===== config.mk =====
export PLATFORM = sky130hd
export DESIGN_NAME = line_follow_steer_and_wheel_pid_core
export DESIGN_NICKNAME = d
export VERILOG_FILES = /design/src/hw/rtl/lfsw_pkg.sv /design/src/hw/rtl/lfsw_mac.sv /design/src/hw/rtl/line_follow_steer_and_wheel_pid_core.sv
export SDC_FILE = /design/constraint.sdc
export NUM_CORES = 1
export LEC_CHECK = 0
export BUFFER_PORTS_ARGS = -buffer_cell sky130_fd_sc_hd__clkbuf_2
export CORE_MARGIN = 4
export CORE_UTILIZATION = 38
export CTS_CLUSTER_SIZE = 24
export DETAILED_ROUTE_END_ITERATION = 8
export PLACE_DENSITY = 0.54
export SYNTH_ARGS = -nofsm -noshare
export SYNTH_HDL_FRONTEND = slang
export SYNTH_SLANG_ARGS = --single-unit

===== constraint.sdc =====
create_clock -name i_clk -period 11.2 [get_ports i_clk]
set_input_delay 0.56 -clock i_clk [delete_from_list [all_inputs] [get_ports i_clk]]
set_output_delay 0.56 -clock i_clk [all_outputs]
set_load 0.1 [all_outputs]

===== src/hw/rtl/lfsw_pkg.sv =====
`default_nettype none
package lfsw_pkg;

    localparam int GAIN_W = 7;
    localparam int WORD_W = 16;
    localparam logic [2:0] MAC_STEPS = 3'd7;

    localparam logic [2:0] CFG_STEER_KP = 3'd0;
    localparam logic [2:0] CFG_STEER_KI = 3'd1;
    localparam logic [2:0] CFG_STEER_KD = 3'd2;
    localparam logic [2:0] CFG_WHEEL_KP = 3'd3;
    localparam logic [2:0] CFG_WHEEL_KI = 3'd4;
    localparam logic [2:0] CFG_WHEEL_KD = 3'd5;
    localparam logic [2:0] CFG_CRUISE   = 3'd6;
    localparam logic [2:0] CFG_FINISH   = 3'd7;

    localparam logic [2:0] STAGE_RUN    = 3'd0;
    localparam logic [2:0] STAGE_COAST  = 3'd1;
    localparam logic [2:0] STAGE_HALT   = 3'd2;
    localparam logic [2:0] STAGE_SETTLE = 3'd3;
    localparam logic [2:0] STAGE_DONE   = 3'd4;

    localparam logic [1:0] TERM_P    = 2'd0;
    localparam logic [1:0] TERM_I    = 2'd1;
    localparam logic [1:0] TERM_D    = 2'd2;

    localparam logic [15:0] COAST_MS  = 16'd5000;
    localparam logic [15:0] HALT_MS   = 16'd700;
    localparam logic [15:0] SETTLE_MS = 16'd1000;
    localparam logic [4:0]  DUTY_CENTRE = 5'd18;
    localparam logic signed [15:0] DRIVE_MAX = 16'sd255;

    typedef enum logic [2:0] {
        ST_IDLE,
        ST_MAC_GO,
        ST_MAC_WAIT,
        ST_STEER_END,
        ST_WHEEL_PREP,
        ST_WHEEL_END,
        ST_DONE
    } t_state;

    typedef struct packed {
        logic                     start;
        logic                     clr;
        logic signed [WORD_W-1:0] x;
        logic [GAIN_W-1:0]        gain;
    } t_mac_req;

    typedef struct packed {
        logic                     busy;
        logic signed [WORD_W-1:0] acc;
    } t_mac_sts;

    // position table; ok low means the pattern is not in it
    function automatic logic [8:0] decode_pos(input logic [7:0] pat);
        logic [8:0] r;
        begin
            case (pat)
                8'h18:   r = {1'b1, 8'sd0};
                8'h10:   r = {1'b1, -8'sd8};
                8'h08:   r = {1'b1, 8'sd8};
                8'h20:   r = {1'b1, -8'sd17};
                8'h04:   r = {1'b1, 8'sd17};
                8'h60:   r = {1'b1, -8'sd19};
                8'h06:   r = {1'b1, 8'sd19};
                8'h40:   r = {1'b1, -8'sd23};
                8'h02:   r = {1'b1, 8'sd23};
                8'h80:   r = {1'b1, -8'sd42};
                8'h01:   r = {1'b1, 8'sd42};
                default: r = 9'd0;
            endcase
            return r;
        end
    endfunction

endpackage
`default_nettype wire


===== src/hw/rtl/lfsw_mac.sv =====
`default_nettype none
module lfsw_mac (
    input  wire               i_clk,
    input  wire               i_rst_n,
    input  lfsw_pkg::t_mac_req i_req,
    output lfsw_pkg::t_mac_sts o_sts
);
    import lfsw_pkg::*;

    logic [2:0]               r_cnt;
    logic signed [WORD_W-1:0] r_x;
    logic [GAIN_W-1:0]        r_g;
    logic signed [WORD_W-1:0] r_acc;

    // one gain bit per cycle, product wraps at the word width
    always_ff @(posedge i_clk) begin
        if (!i_rst_n) begin
            r_cnt <= 3'd0;
            r_acc <= '0;
        end else if (i_req.start) begin
            r_cnt <= MAC_STEPS;
            r_x   <= i_req.x;
            r_g   <= i_req.gain;
            if (i_req.clr) begin
                r_acc <= '0;
            end
        end else if (r_cnt != 3'd0) begin
            if (r_g[0]) begin
                r_acc <= r_acc + r_x;
            end
            r_x   <= r_x <<< 1;
            r_g   <= r_g >> 1;
            r_cnt <= r_cnt - 3'd1;
        end
    end

    assign o_sts.busy = (r_cnt != 3'd0);
    assign o_sts.acc  = r_acc;

endmodule
`default_nettype wire


===== src/hw/rtl/line_follow_steer_and_wheel_pid_core.sv =====
`default_nettype none
// Line-follow steering and wheel PID core. One input word is one control tick: sensor
// pattern and the encoder pulses of each wheel; one output word follows per tick with
// servo duty, both wheel drives, measured speeds and finish stage. Every product term
// runs through one shared bit-serial multiply-accumulate unit: a load, one shift step
// per gain bit and a completion check. Each tick runs the three steering terms, and
// every SPEED_PERIOD-th tick runs both wheel PIDs as well, three terms each. The next
// word is taken once the current one is finished; a finished result waits in the
// output register, and the following tick stalls at its end only while that word is
// still unaccepted.
module line_follow_steer_and_wheel_pid_core #(
    parameter int SPEED_PERIOD = 5,
    parameter int TICK_MS      = 10
) (
    input  wire         i_clk,
    input  wire         i_rst_n,
    input  wire         i_cfg_valid,
    output logic        o_cfg_ready,
    input  wire  [2:0]  i_cfg_index,
    input  wire  [6:0]  i_cfg_data,
    input  wire         s_axis_tvalid,
    output logic        s_axis_tready,
    // sensor_pattern[7:0], left_pulses[14:8], right_pulses[21:15], zero pad
    input  wire  [23:0] s_axis_tdata,
    output logic        m_axis_tvalid,
    input  wire         m_axis_tready,
    // servo_duty[4:0], left_drive[13:5], right_drive[22:14], left_speed[30:23],
    // right_speed[38:31], stage[41:39], zero pad
    output logic [47:0] m_axis_tdata
);
    import lfsw_pkg::*;

    t_state r_state, n_state;
    t_mac_req mac_req;
    t_mac_sts mac_sts;

    logic [6:0] r_skp, r_ski, r_skd, r_wkp, r_wki, r_wkd;
    logic [5:0] r_cruise, r_finish;

    logic signed [7:0]  r_held;
    logic signed [15:0] r_integ, r_prev, r_err, r_diff;
    logic signed [15:0] r_e0 [2];
    logic signed [15:0] r_e1 [2];
    logic signed [15:0] r_e2 [2];
    logic signed [15:0] r_drive [2];
    logic signed [7:0]  r_pacc [2];
    logic signed [7:0]  r_meas [2];
    logic [2:0]  r_div;
    logic [5:0]  r_base;
    logic [2:0]  r_stage;
    logic        r_end, r_stop;
    logic [15:0] r_el, r_start;
    logic signed [3:0] r_corr;
    logic [1:0]  r_term;
    logic        r_wheel, r_wphase, r_spd;
    logic        r_ovalid;
    logic [47:0] r_odata;

    logic in_acc;
    assign in_acc = s_axis_tvalid && s_axis_tready;
    assign o_cfg_ready = 1'b1;

    // tick front end
    logic [7:0] pat;
    logic signed [6:0] lp, rp;
    logic [8:0] dec;
    logic prev_forced, is_end;
    logic signed [7:0] pos, pos_eff;
    logic [15:0] n_el, dt;
    logic [2:0] n_stage;
    logic [15:0] n_start;
    logic n_end, n_stop, clr_wheels;
    logic signed [15:0] n_err;
    logic [2:0] n_div;
    logic spd_tick;
    logic signed [7:0] n_pacc_l, n_pacc_r;

    always_comb begin
        pat = s_axis_tdata[7:0];
        lp  = s_axis_tdata[14:8];
        rp  = s_axis_tdata[21:15];
        dec = decode_pos(pat);
        prev_forced = (r_stage == STAGE_COAST) && (r_start != r_el);
        n_pacc_l = r_pacc[0] + 8'(lp);
        n_pacc_r = r_pacc[1] + 8'(rp);
        n_el = r_el + 16'(TICK_MS);
        is_end = (pat == 8'hFF) || (pat == 8'h7F) || (pat == 8'hFE) || (pat == 8'h7E);
        n_end = r_end;
        n_stop = r_stop;
        if (is_end) begin
            n_end = 1'b1;
            n_stop = 1'b1;
            pos = prev_forced ? 8'sd0 : r_held;
        end else if (dec[8]) begin
            pos = dec[7:0];
        end else begin
            pos = r_held;
        end
        dt = n_el - r_start;
        n_stage = r_stage;
        n_start = r_start;
        clr_wheels = 1'b0;
        pos_eff = pos;
        case (r_stage)
            STAGE_RUN: begin
                if (n_end) begin
                    n_stage = STAGE_COAST;
                    n_start = n_el;
                end
            end
            STAGE_COAST: begin
                if (dt > COAST_MS) begin
                    n_stage = STAGE_HALT;
                    n_stop = 1'b0;
                    n_start = n_el;
                    clr_wheels = 1'b1;
                end else begin
                    pos_eff = 8'sd0;
                end
            end
            STAGE_HALT: begin
                if (dt > HALT_MS) begin
                    n_stage = STAGE_SETTLE;
                    n_start = n_el;
                end else begin
                    n_stop = 1'b0;
                end
            end
            STAGE_SETTLE: begin
                if (dt > SETTLE_MS) begin
                    n_stage = STAGE_DONE;
                    n_start = n_el;
                end
            end
            default: ;
        endcase
        n_err = -16'(pos_eff);
        n_div = r_div + 3'd1;
        spd_tick = (n_div == 3'(SPEED_PERIOD));
    end

    // steering correction from the serial sum
    logic signed [15:0] sum;
    logic [16:0] mag;
    logic [13:0] q;
    logic [12:0] s3;
    logic signed [3:0] n_corr;
    always_comb begin
        sum = mac_sts.acc;
        mag = 17'd0 - {sum[15], sum};
        q = 14'((mag + 17'd7) >> 3);
        s3 = sum[15:3];
        if (sum[15]) begin
            n_corr = (q > 14'd6) ? -4'sd6 : -(4'(q));
        end else if (s3 == 13'd0) begin
            n_corr = 4'sd0;
        end else if (s3 == 13'd1) begin
            n_corr = 4'sd1;
        end else if (s3 == 13'd2) begin
            n_corr = 4'sd3;
        end else if (s3 == 13'd3) begin
            n_corr = 4'sd5;
        end else begin
            n_corr = 4'sd6;
        end
    end

    // wheel setpoint and new error
    logic signed [7:0] c8, half, set0, set1, wset;
    logic signed [7:0] nc;
    logic signed [15:0] e_new;
    always_comb begin
        c8 = {{4{r_corr[3]}}, r_corr};
        nc = -c8;
        half = (r_corr > 4'sd0) ? (c8 >>> 1) : -((nc + 8'sd1) >>> 1);
        set0 = (r_corr > 4'sd0) ? ($signed({2'b00, r_base}) - half) : $signed({2'b00, r_base});
        set1 = (r_corr > 4'sd0) ? $signed({2'b00, r_base}) : ($signed({2'b00, r_base}) + half);
        wset = r_wheel ? set1 : set0;
        if (wset < 8'sd0) begin
            wset = 8'sd0;
        end
        e_new = 16'(wset) - 16'(r_meas[r_wheel]);
    end

    // operand select for the shared unit
    logic signed [15:0] we0, we1, we2, mac_x;
    logic [6:0] mac_g;
    always_comb begin
        we0 = r_e0[r_wheel];
        we1 = r_e1[r_wheel];
        we2 = r_e2[r_wheel];
        case (r_term)
            TERM_P: begin
                mac_x = r_wphase ? (we0 - we1) : r_err;
                mac_g = r_wphase ? r_wkp : r_skp;
            end
            TERM_I: begin
                mac_x = r_wphase ? we0 : r_integ;
                mac_g = r_wphase ? r_wki : r_ski;
            end
            default: begin
                mac_x = r_wphase ? (we0 - (we1 <<< 1) + we2) : r_diff;
                mac_g = r_wphase ? r_wkd : r_skd;
            end
        endcase
    end

    logic signed [15:0] dsum, dsat;
    always_comb begin
        dsum = r_drive[r_wheel] + mac_sts.acc;
        if (dsum > DRIVE_MAX) begin
            dsat = DRIVE_MAX;
        end else if (dsum < -DRIVE_MAX) begin
            dsat = -DRIVE_MAX;
        end else begin
            dsat = dsum;
        end
    end

    logic out_free;
    assign out_free = !r_ovalid || m_axis_tready;

    // next state
    always_comb begin
        n_state = r_state;
        case (r_state)
            ST_IDLE:       if (in_acc) n_state = ST_MAC_GO;
            ST_MAC_GO:     n_state = ST_MAC_WAIT;
            ST_MAC_WAIT: begin
                if (!mac_sts.busy) begin
                    if (r_term != TERM_D) n_state = ST_MAC_GO;
                    else n_state = r_wphase ? ST_WHEEL_END : ST_STEER_END;
                end
            end
            ST_STEER_END:  n_state = r_spd ? ST_WHEEL_PREP : ST_DONE;
            ST_WHEEL_PREP: n_state = ST_MAC_GO;
            ST_WHEEL_END:  n_state = r_wheel ? ST_DONE : ST_WHEEL_PREP;
            ST_DONE:       if (out_free) n_state = ST_IDLE;
            default:       n_state = ST_IDLE;
        endcase
    end

    // outputs of the sequencer
    always_comb begin
        s_axis_tready = (r_state == ST_IDLE);
        mac_req.start = (r_state == ST_MAC_GO);
        mac_req.clr   = (r_term == TERM_P);
        mac_req.x     = mac_x;
        mac_req.gain  = mac_g;
    end

    lfsw_mac u_mac (
        .i_clk  (i_clk),
        .i_rst_n(i_rst_n),
        .i_req  (mac_req),
        .o_sts  (mac_sts)
    );

    always_ff @(posedge i_clk) begin
        if (!i_rst_n) begin
            r_state <= ST_IDLE;
            r_skp <= 7'd1;  r_ski <= 7'd0;  r_skd <= 7'd6;
            r_wkp <= 7'd5;  r_wki <= 7'd15; r_wkd <= 7'd3;
            r_cruise <= 6'd5; r_finish <= 6'd2;
            r_held <= '0; r_integ <= '0; r_prev <= '0;
            r_err <= '0; r_diff <= '0;
            for (int k = 0; k < 2; k++) begin
                r_e0[k] <= '0; r_e1[k] <= '0; r_e2[k] <= '0;
                r_drive[k] <= '0; r_pacc[k] <= '0; r_meas[k] <= '0;
            end
            r_div <= '0; r_base <= 6'd5; r_stage <= STAGE_RUN;
            r_end <= 1'b0; r_stop <= 1'b0; r_el <= '0; r_start <= '0;
            r_corr <= '0; r_term <= TERM_P; r_wheel <= 1'b0;
            r_wphase <= 1'b0; r_spd <= 1'b0; r_ovalid <= 1'b0;
        end else begin
            r_state <= n_state;
            if (i_cfg_valid) begin
                case (i_cfg_index)
                    CFG_STEER_KP: r_skp <= i_cfg_data;
                    CFG_STEER_KI: r_ski <= i_cfg_data;
                    CFG_STEER_KD: r_skd <= i_cfg_data;
                    CFG_WHEEL_KP: r_wkp <= i_cfg_data;
                    CFG_WHEEL_KI: r_wki <= i_cfg_data;
                    CFG_WHEEL_KD: r_wkd <= i_cfg_data;
                    CFG_CRUISE:   r_cruise <= i_cfg_data[5:0];
                    CFG_FINISH:   r_finish <= i_cfg_data[5:0];
                    default: ;
                endcase
            end
            if (r_state == ST_DONE && out_free) begin
                r_ovalid <= 1'b1;
            end else if (r_ovalid && m_axis_tready) begin
                r_ovalid <= 1'b0;
            end
            case (r_state)
                ST_IDLE: begin
                    if (in_acc) begin
                        r_el <= n_el;
                        r_held <= pos;
                        r_stage <= n_stage;
                        r_start <= n_start;
                        r_end <= n_end;
                        r_stop <= n_stop;
                        if (clr_wheels) begin
                            for (int k = 0; k < 2; k++) begin
                                r_e0[k] <= '0; r_e1[k] <= '0; r_e2[k] <= '0;
                                r_drive[k] <= '0;
                            end
                        end
                        r_err <= n_err;
                        r_integ <= r_integ + n_err;
                        r_diff <= n_err - r_prev;
                        r_prev <= n_err;
                        r_term <= TERM_P;
                        r_wphase <= 1'b0;
                        r_wheel <= 1'b0;
                        r_spd <= spd_tick;
                        if (spd_tick) begin
                            r_div <= 3'd0;
                            r_meas[0] <= n_pacc_l;
                            r_meas[1] <= n_pacc_r;
                            r_pacc[0] <= '0;
                            r_pacc[1] <= '0;
                        end else begin
                            r_div <= n_div;
                            r_pacc[0] <= n_pacc_l;
                            r_pacc[1] <= n_pacc_r;
                        end
                    end
                end
                ST_MAC_WAIT: begin
                    if (!mac_sts.busy && r_term != TERM_D) begin
                        r_term <= r_term + 2'd1;
                    end
                end
                ST_STEER_END: begin
                    r_corr <= n_corr;
                end
                ST_WHEEL_PREP: begin
                    r_wphase <= 1'b1;
                    r_term <= TERM_P;
                    r_e2[r_wheel] <= r_e1[r_wheel];
                    r_e1[r_wheel] <= r_e0[r_wheel];
                    r_e0[r_wheel] <= e_new;
                end
                ST_WHEEL_END: begin
                    r_drive[r_wheel] <= dsat;
                    if (r_wheel) begin
                        r_base <= r_stop ? 6'd0 : (r_end ? r_finish : r_cruise);
                    end else begin
                        r_wheel <= 1'b1;
                    end
                end
                ST_DONE: begin
                    if (out_free) begin
                        r_odata <= {6'd0, r_stage, r_meas[1], r_meas[0],
                                    r_drive[1][8:0], r_drive[0][8:0],
                                    DUTY_CENTRE - 5'({r_corr[3], r_corr})};
                    end
                end
                default: ;
            endcase
        end
    end

    assign m_axis_tvalid = r_ovalid;
    assign m_axis_tdata  = r_odata;

    a_stage_range: assert property (@(posedge i_clk) disable iff (!i_rst_n)
        r_stage <= STAGE_DONE) else $error("finish stage out of range");
    a_servo_range: assert property (@(posedge i_clk) disable iff (!i_rst_n)
        r_ovalid |-> (r_odata[4:0] >= 5'd12 && r_odata[4:0] <= 5'd24))
        else $error("servo duty out of range");
    a_mac_idle_start: assert property (@(posedge i_clk) disable iff (!i_rst_n)
        mac_req.start |-> !mac_sts.busy) else $error("multiply started while busy");
    a_drive_sat: assert property (@(posedge i_clk) disable iff (!i_rst_n)
        (r_drive[0] <= DRIVE_MAX && r_drive[0] >= -DRIVE_MAX))
        else $error("left drive not saturated");

endmodule
`default_nettype wire


==> results.sh, run 1 <==
export IMPL_cts_tree="built"
export IMPL_rsz0062_at_grt="false"
export IMPL_relSlewSlack=0.206
export IMPL_drt_wl_total_mm=58.0
export IMPL_core_area_um2=59000
export IMPL_dp_hpwl_mm=41.6
export IMPL_hold_viol_final=0
export IMPL_drtPass1Iterations=5
export IMPL_antenna_found_initial=0
export IMPL_htreeDepth=2
export IMPL_dp_cells=3235
export IMPL_cts_hold_repair_buffers=0
export IMPL_avgSynthCellArea_um2=9.13
export IMPL_start_kind="register"
export IMPL_die_area_um2=63600
export IMPL_cts_root_buf="clkbuf_16"
export IMPL_fin_nets=2716
export IMPL_drt_wirelength_per_cell_um=17.5
export IMPL_globalRouteTotalUtil=0.179
export IMPL_diodes=0
export IMPL_vdd_drop_max_mv=0.121
export IMPL_antenna_left=0
export IMPL_cts_resized=0
export IMPL_synth_top_flop_cell="dfxtp_1"
export IMPL_power_leakage_uw=0.0100
export IMPL_cap_violations=0
export IMPL_drt_iter0_markers=1081
export IMPL_grt_overflow_total=0
export IMPL_required_ns=11.63
export IMPL_yosysSeqAreaShare=0.408
export IMPL_drc=0
export IMPL_final_cell_mix="267 x nor2_1, 261 x nand2_1, 185 x a21oi_1, 185 x dfxtp_1, 183 x edfxtp_1"
export IMPL_final_cells=3316
export IMPL_slowest_stage="ha_1"
export IMPL_via_per_inst=5.39
export IMPL_setup_violations=0
export IMPL_ys_ff_latch=370
export IMPL_clock_fmax_ghz=0.129
export IMPL_power_density_nw_per_um2=199
export IMPL_min_path_type="in2reg"
export IMPL_grt_pass1_wl_mm=93.0
export IMPL_grt_pass1_vias=17300
export IMPL_rows=89
export IMPL_crit_arrival_ns=8.17
export IMPL_via_count=17900
export IMPL_fin_crit_sh=0.691
export IMPL_synthCells=2479
export IMPL_grt_max_degree=77
export IMPL_portBuffers=80
export IMPL_end_kind="register"
export IMPL_cts_setup_buffers=0
export IMPL_clock_sinks=370
export IMPL_critPathMaxStageDelay_ns=0.45
export IMPL_gp_congestion=0.831
export IMPL_synth_edf_count=183
export IMPL_drv_slew=0
export IMPL_status="finished clean"
export IMPL_cts_buffer_depth=3
export IMPL_initial_core_util=0.384
export IMPL_synth_cell_types=98
export IMPL_die_h_um=252
export IMPL_post_route_min_period_ns=7.74
export IMPL_synthArstFlopShare=0
export IMPL_drive_above_1_share=0.0940
export IMPL_worstSetupPathType="reg2reg"
export IMPL_worstMarginPinSlew_ns=1.19
export IMPL_syn2layout_area_growth_pct=10.9
export IMPL_final_setup_tns_ns=0
export IMPL_ios=90
export IMPL_syn_area_um2=22600
export IMPL_clk_pin_slew_ns=0.06
export IMPL_synth_warnings=0
export IMPL_die_x_um=252
export IMPL_finClkSkew_ns=0.0295
export IMPL_final_common_cell="nor2_1"
export IMPL_path_max_fanout=13
export IMPL_clk_latency_ns=0.58
export IMPL_cts_buffers=44
## cell usage after synthesis, types with 35 or more instances
cell type | number | area (µm²)
edfxtp_1 | 183 | 5500
o21ai_0 | 116 | 581
a21oi_1 | 185 | 926
xnor2_1 | 94 | 823
nand3_1 | 56 | 280
nor3_1 | 41 | 205
dfxtp_1 | 187 | 3740
a211oi_1 | 35 | 263
nor2_1 | 269 | 1010
a21o_1 | 44 | 330
xor2_1 | 62 | 543
ha_1 | 149 | 1860
nand2_1 | 261 | 980
mux2i_1 | 72 | 721
inv_1 | 146 | 548
clkbuf_1 | 82 | 308
## cells by family after synthesis
kind of cell,count (synthesis),share of synthesized area
buffers and inverters,271,0.0476
XOR/XNOR,156,0.0603
other,2,0.000332
AND/OR/NAND/NOR,815,0.167
flip-flops,370,0.408
adder cells (fa/ha/maj),169,0.100
AO/OA/AOI/OAI,604,0.175
multiplexers,92,0.0418
## critical path: cells and delay by family (launching register included)
kind / cells / cell delay [ns]
xor+xnor: 4 / 0.92
compound gates: 12 / 2.82
buf+inv: 1 / 0.09
simple gates: 9 / 1.92
flops: 1 / 0.42
fa+ha+maj: 4 / 1.42
## report_power, final
| part | total [µW] | internal [µW] | switching, µW |
|---|---|---|---|
| logic | 1830 | 742 | 1090 |
| clock network | 1440 | 848 | 591 |
| registers | 1730 | 1590 | 137 |
## final cells by class
type,count,area [µm²]
sequential,370,9240
inverter,149,562
fill,5828,33900
clock inverter,25,239
clock buffer,56,1200
tap,773,967
timing repair buffer,100,551
multi-input combinational,1843,12400
## sequential cells by signal, summed over array words and instances, names as in the netlist, 8 cells and up, named ones only
register / count
m_axis_tdata: 42
r_diff: 16
r_drive: 32
r_e0: 18
r_e1: 18
r_e2: 18
r_el: 15
r_err: 16
r_held: 8
r_integ: 16
r_meas: 16
r_pacc: 16
r_start: 15
u_mac.r_acc: 16
u_mac.r_x: 16
## stage by stage
stage                util  setup WS, ns  hold WS, ns  power (µW)  area [µm²]
finish              0.426          3.46        0.295        5000       25100
detailed placement  0.401          3.54        0.430        3570       23700
CTS                 0.426          3.45        0.270        5030       25100
global placement    0.401          3.67        0.428        3530       23700
floorplan               -          4.64        0.420        3160       22700
global route        0.426          2.64        0.310        5330       25100
## path summary, 6_finish.rpt
check                    end  slack, ns  cells after the start          start
max              r_integ[15]       3.46                     30        r_el[1]
min                 r_skp[6]       0.29                      3  i_cfg_data[6]
max reg2reg      r_integ[15]       3.46                     30        r_el[1]
min reg2reg  m_axis_tdata[5]       0.45                      0  r_drive[0][0]
## metal layers
metal  wire [µm]  track usage  vias to the layer above
met4        1570       0.0571                        0
met2       27200        0.298                      381
li1            -            -                     8865
met5           0            0                        -
met1       26800        0.243                     8535
met3        2520       0.0232                       86
No activity file was read; power rests on OpenSTA's default activity.
==> inputs of run 2 (changes only) <==
--- a/config.mk
+++ b/config.mk
@@ -10,7 +10,7 @@
 export CORE_UTILIZATION = 38
 export CTS_CLUSTER_SIZE = 24
 export DETAILED_ROUTE_END_ITERATION = 8
-export PLACE_DENSITY = 0.54
+export PLACE_DENSITY = 0.56
 export SYNTH_ARGS = -nofsm -noshare
 export SYNTH_HDL_FRONTEND = slang
 export SYNTH_SLANG_ARGS = --single-unit
==> constraint.sdc (replaced) <==
create_clock -name i_clk -period 6.7 [get_ports i_clk]
set_input_delay 0.335 -clock i_clk [delete_from_list [all_inputs] [get_ports i_clk]]
set_output_delay 0.335 -clock i_clk [all_outputs]
set_load 0.1 [all_outputs]
==> run 2 against run 1 <==
  * Combinational power is 72% higher
  * Clock skew is 0.011 ns lower
  * Clock power is 67% higher
  * Total power is 69% higher
  * Global-route usage is 0.12 points lower
  * Core utilization is 0.53 points higher
  * Sequential share of layout area is 0.44 points lower
  * Largest power group unchanged
==> results.sh, run 2 (synthesized netlist as in run 1, its figures left out) <==
export IMPL_status="finished clean"
export IMPL_via_count=18000
export IMPL_finalCoreUtilization=0.431
export IMPL_grt_max_degree=97
export IMPL_finClkSkew_ns=0.0188
export IMPL_drtPass1Iterations=5
export IMPL_cts_tree="built"
export IMPL_clk_latency_ns=0.58
export IMPL_drc=0
export IMPL_fin_area_um2=25400
export IMPL_dp_cells=3260
export IMPL_globalRouteTotalUtil=0.178
export IMPL_final_cell_mix="265 x nor2_1, 261 x nand2_1, 183 x edfxtp_1, 181 x a21oi_1, 181 x dfxtp_1"
export IMPL_die_h_um=252
export IMPL_diodes=0
export IMPL_required_ns=7.15
export IMPL_nFillCells=5760
export IMPL_worstSetupPathType="reg2reg"
export IMPL_htreeDepth=2
export IMPL_initial_core_util=0.384
export IMPL_seq_area_um2=9250
export IMPL_path_max_fanout=6
export IMPL_ios=90
export IMPL_critPathMaxStageDelay_ns=0.41
export IMPL_power_leakage_uw=0.0102
export IMPL_post_route_min_period_ns=6.32
export IMPL_drt_wirelength_per_cell_um=17.4
export IMPL_antenna_left=0
export IMPL_cap_violations=0
export IMPL_start_kind="register"
export IMPL_place_area_um2=23900
export IMPL_largest_reg_flops=42
export IMPL_dp_hpwl_mm=41.7
export IMPL_grt_overflow_total=0
export IMPL_drive_above_1_share=0.113
export IMPL_cts_buffer_depth=3
export IMPL_clk_pin_slew_ns=0.06
export IMPL_drv_slew=0
export IMPL_final_cells=3346
export IMPL_multi_input_area_um2=12400
export IMPL_die_x_um=252
export IMPL_via_per_inst=5.37
export IMPL_die_area_um2=63600
export IMPL_fin_crit_sh=0.944
export IMPL_core_area_um2=59000
export IMPL_syn2layout_area_growth_pct=12.3
export IMPL_final_common_cell="nor2_1"
export IMPL_slowest_stage="fa_1"
export IMPL_grt_pass1_wl_mm=92.5
export IMPL_clock_fmax_ghz=0.158
export IMPL_drt_iter0_markers=1008
export IMPL_drt_wl_total_mm=58.2
export IMPL_rows=89
export IMPL_grt_pass1_vias=17400
export IMPL_end_kind="register"
export IMPL_power_uw=8440
export IMPL_power_density_nw_per_um2=332
export IMPL_final_setup_tns_ns=0
export IMPL_min_path_type="in2reg"
export IMPL_hold_viol_final=0
export IMPL_relSlewSlack=0.233
export IMPL_cp_common_cell="xor2_1"
export IMPL_cts_root_buf="clkbuf_16"
export IMPL_antenna_found_initial=0
export IMPL_worstMarginPinSlew_ns=1.12
export IMPL_clock_sinks=370
export IMPL_cts_buffers=46
export IMPL_setup_violations=0
export IMPL_crit_arrival_ns=6.77
export IMPL_fin_nets=2744
export IMPL_gp_congestion=0.840
export IMPL_vdd_drop_max_mv=0.202
export IMPL_portBuffers=80
[run 2: cell type report]
type,instances,share of cell area
Multi-Input combinational cell,1843,0.489
Sequential cell,370,0.364
Inverter,149,0.0221
Tap cell,773,0.0380
Timing Repair Buffer,126,0.0293
Clock buffer,65,0.0517
Clock inverter,20,0.00605
[run 2: through the flow]
stage          hold WS, ns  worst slack, ns
6_report            0.0530            0.375
3_5_place_dp         0.433           0.0532
5_1_grt             0.0889          -0.0258
2_1_floorplan        0.420            0.145
4_1_cts             0.0308           0.0312
3_3_place_gp         0.424            0.190
[run 2: worst max-delay path: cells and delay by family (launching register included)]
kind	cells	cell delay, ns
AOI/OAI and AO/OA	14	2.86
xor gates and xnor gates	3	0.57
adders and majority gates	4	1.17
buffers and inverters	3	0.27
DFF	1	0.38
and+or+nand+nor	7	0.98
[run 2: path summary, 6_finish.rpt]
check                 from          endpoint  slack (ns)  cells after the start
min          i_cfg_data[6]          r_skp[6]        0.05                      3
max                r_el[2]       r_integ[14]        0.38                     31
min reg2reg  r_drive[1][6]  m_axis_tdata[20]        0.44                      0
max reg2reg        r_el[2]       r_integ[14]        0.38                     31
[run 2: repair_timing]
action | CTS | global route
gates resized for setup | 0 | 24
setup buffers | 0 | 1
endpoints found under the setup margin | 0 | 12
hold buffers | 0 | 0
[run 2: power breakdown]
part           internal [µW]  leakage (µW)  switching [µW]
combinational           1290       0.00610            1860
sequential              2660       0.00336             233
clock                   1410      0.000732             994
total                   5360        0.0102            3090
[run 2: layer usage]
metal | global-route usage | wire (µm) | up-vias
met4 | 0.0536 | 1680 | 0
met3 | 0.0236 | 2200 | 93
li1 | - | - | 8921
met1 | 0.245 | 27500 | 8592
met5 | 0 | 0 | -
met2 | 0.294 | 26800 | 357
==> inputs of run 3 (changes only) <==
--- a/config.mk
+++ b/config.mk
@@ -8,9 +8,11 @@
 export BUFFER_PORTS_ARGS = -buffer_cell sky130_fd_sc_hd__clkbuf_2
 export CORE_MARGIN = 4
 export CORE_UTILIZATION = 38
+export CTS_CLUSTER_DIAMETER = 40
 export CTS_CLUSTER_SIZE = 24
 export DETAILED_ROUTE_END_ITERATION = 8
-export PLACE_DENSITY = 0.56
+export PLACE_DENSITY = 0.52
+export SETUP_SLACK_MARGIN = 0.5
 export SYNTH_ARGS = -nofsm -noshare
 export SYNTH_HDL_FRONTEND = slang
 export SYNTH_SLANG_ARGS = --single-unit
==> run 3 against run 2 <==
  * Via count increased by 1.3%
  * First-iteration DRC count increased by 19%
  * Final area increased by 5.6%
==> results.sh, run 3 (synthesized netlist as in run 1, its figures left out) <==
export IMPL_hold_viol_final=0
export IMPL_die_x_um=252
export IMPL_clock_fmax_ghz=0.167
export IMPL_grt_pass1_wl_mm=95.6
export IMPL_worstSetupPathType="reg2reg"
export IMPL_finClkSkew_ns=0.0369
export IMPL_slowest_stage="dfxtp_4"
export IMPL_end_kind="register"
export IMPL_final_setup_tns_ns=0
export IMPL_wl_met2_mm=27.8
export IMPL_wl_met1_mm=28.3
export IMPL_htreeDepth=3
export IMPL_clk_pin_slew_ns=0.05
export IMPL_post_route_min_period_ns=5.97
export IMPL_power_leakage_uw=0.0107
export IMPL_nFillCells=5684
export IMPL_worstMarginPinSlew_ns=1.19
export IMPL_die_area_um2=63600
export IMPL_via_count=18200
export IMPL_critical_path_depth=29
export IMPL_drt_wl_total_mm=60.1
export IMPL_drive_above_1_share=0.146
export IMPL_start_kind="register"
export IMPL_rsz0062_at_grt="true"
export IMPL_core_area_um2=59000
export IMPL_portBuffers=80
export IMPL_drc=0
export IMPL_antenna_left=0
export IMPL_largest_reg_flops=42
export IMPL_crit_buf_inv=0
export IMPL_crit_arrival_ns=6.43
export IMPL_status="finished clean"
export IMPL_syn2layout_area_growth_pct=18.6
export IMPL_rows=89
export IMPL_min_path_type="in2reg"
export IMPL_final_cell_mix="264 x nor2_1, 257 x nand2_1, 183 x edfxtp_1, 181 x dfxtp_1, 177 x a21oi_1"
export IMPL_diodes=0
export IMPL_clk_latency_ns=0.60
export IMPL_required_ns=7.16
export IMPL_via_per_inst=5.35
export IMPL_final_cells=3401
export IMPL_dp_hpwl_mm=42.2
export IMPL_cts_hold_repair_buffers=0
export IMPL_drt_iter0_markers=1200
export IMPL_initial_core_util=0.384
export IMPL_cts_tree="built"
export IMPL_clock_sinks=370
export IMPL_final_common_cell="nor2_1"
export IMPL_ios=90
export IMPL_cts_buffer_depth=3
export IMPL_grt_max_degree=74
export IMPL_vdd_drop_max_mv=0.186
export IMPL_cts_root_buf="clkbuf_16"
export IMPL_power_density_nw_per_um2=370
export IMPL_reg2reg_depth=29
export IMPL_relSlewSlack=0.207
export IMPL_grt_overflow_total=0
export IMPL_routed_top_layer="met4"
export IMPL_cts_buffers=72
export IMPL_gp_congestion=0.883
export IMPL_wl_met3_mm=2.43
export IMPL_globalRouteTotalUtil=0.185
export IMPL_drtPass1Iterations=5
export IMPL_setup_violations=0
export IMPL_dp_cells=3252
export IMPL_antenna_found_initial=0
export IMPL_fin_area_um2=26900
export IMPL_critPathTopFamily="compound AO/OA/AOI/OAI gates"
export IMPL_drt_wirelength_per_cell_um=17.7
export IMPL_place_area_um2=23800
export IMPL_die_h_um=252
export IMPL_fin_crit_sh=0.892
export IMPL_cap_violations=0
export IMPL_path_max_fanout=4
export IMPL_grt_pass1_vias=17900
export IMPL_finalCoreUtilization=0.455
export IMPL_critPathMaxStageDelay_ns=0.37
export IMPL_fin_nets=2778
export IMPL_drv_slew=0
export IMPL_hold_depth=3
==> run 3: changes by cell type in the layout (fill, tap and decap cells not counted), sizes merged <==
cell      before  now
clkbuf       145  163
clkinv        15   27
bufinv         1   11
buf           46   54
clkinvlp       0    8
inv          153  152
==> run 3: per-stage QoR <==
step	hold slack (ns)	worst slack, ns	power [µW]
finish	0.0507	0.725	9950
global route	0.0554	0.460	10500
CTS	0.0283	0.500	9860
detailed placement	0.431	0.0662	6000
global placement	0.425	0.211	5930
floorplan	0.420	0.511	5290
==> run 3: area by class of cell <==
class / count / area (µm²) / share of cell area
clock buffers: 83 / 1900 / 0.0706
clock inverters: 49 / 646 / 0.0240
inverters: 149 / 562 / 0.0209
flip-flops and latches: 370 / 9260 / 0.345
well taps: 773 / 967 / 0.0360
repair buffers: 134 / 813 / 0.0303
multi-input cells: 1843 / 12700 / 0.474
==> run 3: report_power, final <==
part	total, µW	switching (µW)	leakage, µW	internal, µW
Combinational	3290	1920	0.00617	1360
Sequential	2900	241	0.00336	2660
Clock	3760	1280	0.00122	2480
Total	9950	3450	0.0107	6500
==> run 3: tightest hold or removal path: stages <==
cell      delay [ns]
clkbuf_2        0.14
nand2_1         0.07
a21oi_1         0.05
==> run 3: final timing paths <==
path,start,endpoint,slack (ns)
setup / recovery,r_el[2],r_diff[15],0.73
hold / removal,i_cfg_data[6],r_wki[6],0.05
setup reg to reg,r_el[2],r_diff[15],0.73
hold reg to reg,r_drive[0][5],m_axis_tdata[10],0.44
==> run 3: repair_timing <==
item                                    4_1_cts  5_1_grt
endpoints found under the setup margin       13       15
gates resized for setup                      27       49
pin swaps                                     7       35
setup buffers                                 5       12
==> run 3: layer usage <==
layer	global-route usage	vias up
met5	0	-
met4	0.0627	0
met3	0.0287	88
met2	0.303	375
met1	0.251	8703
li1	-	9023
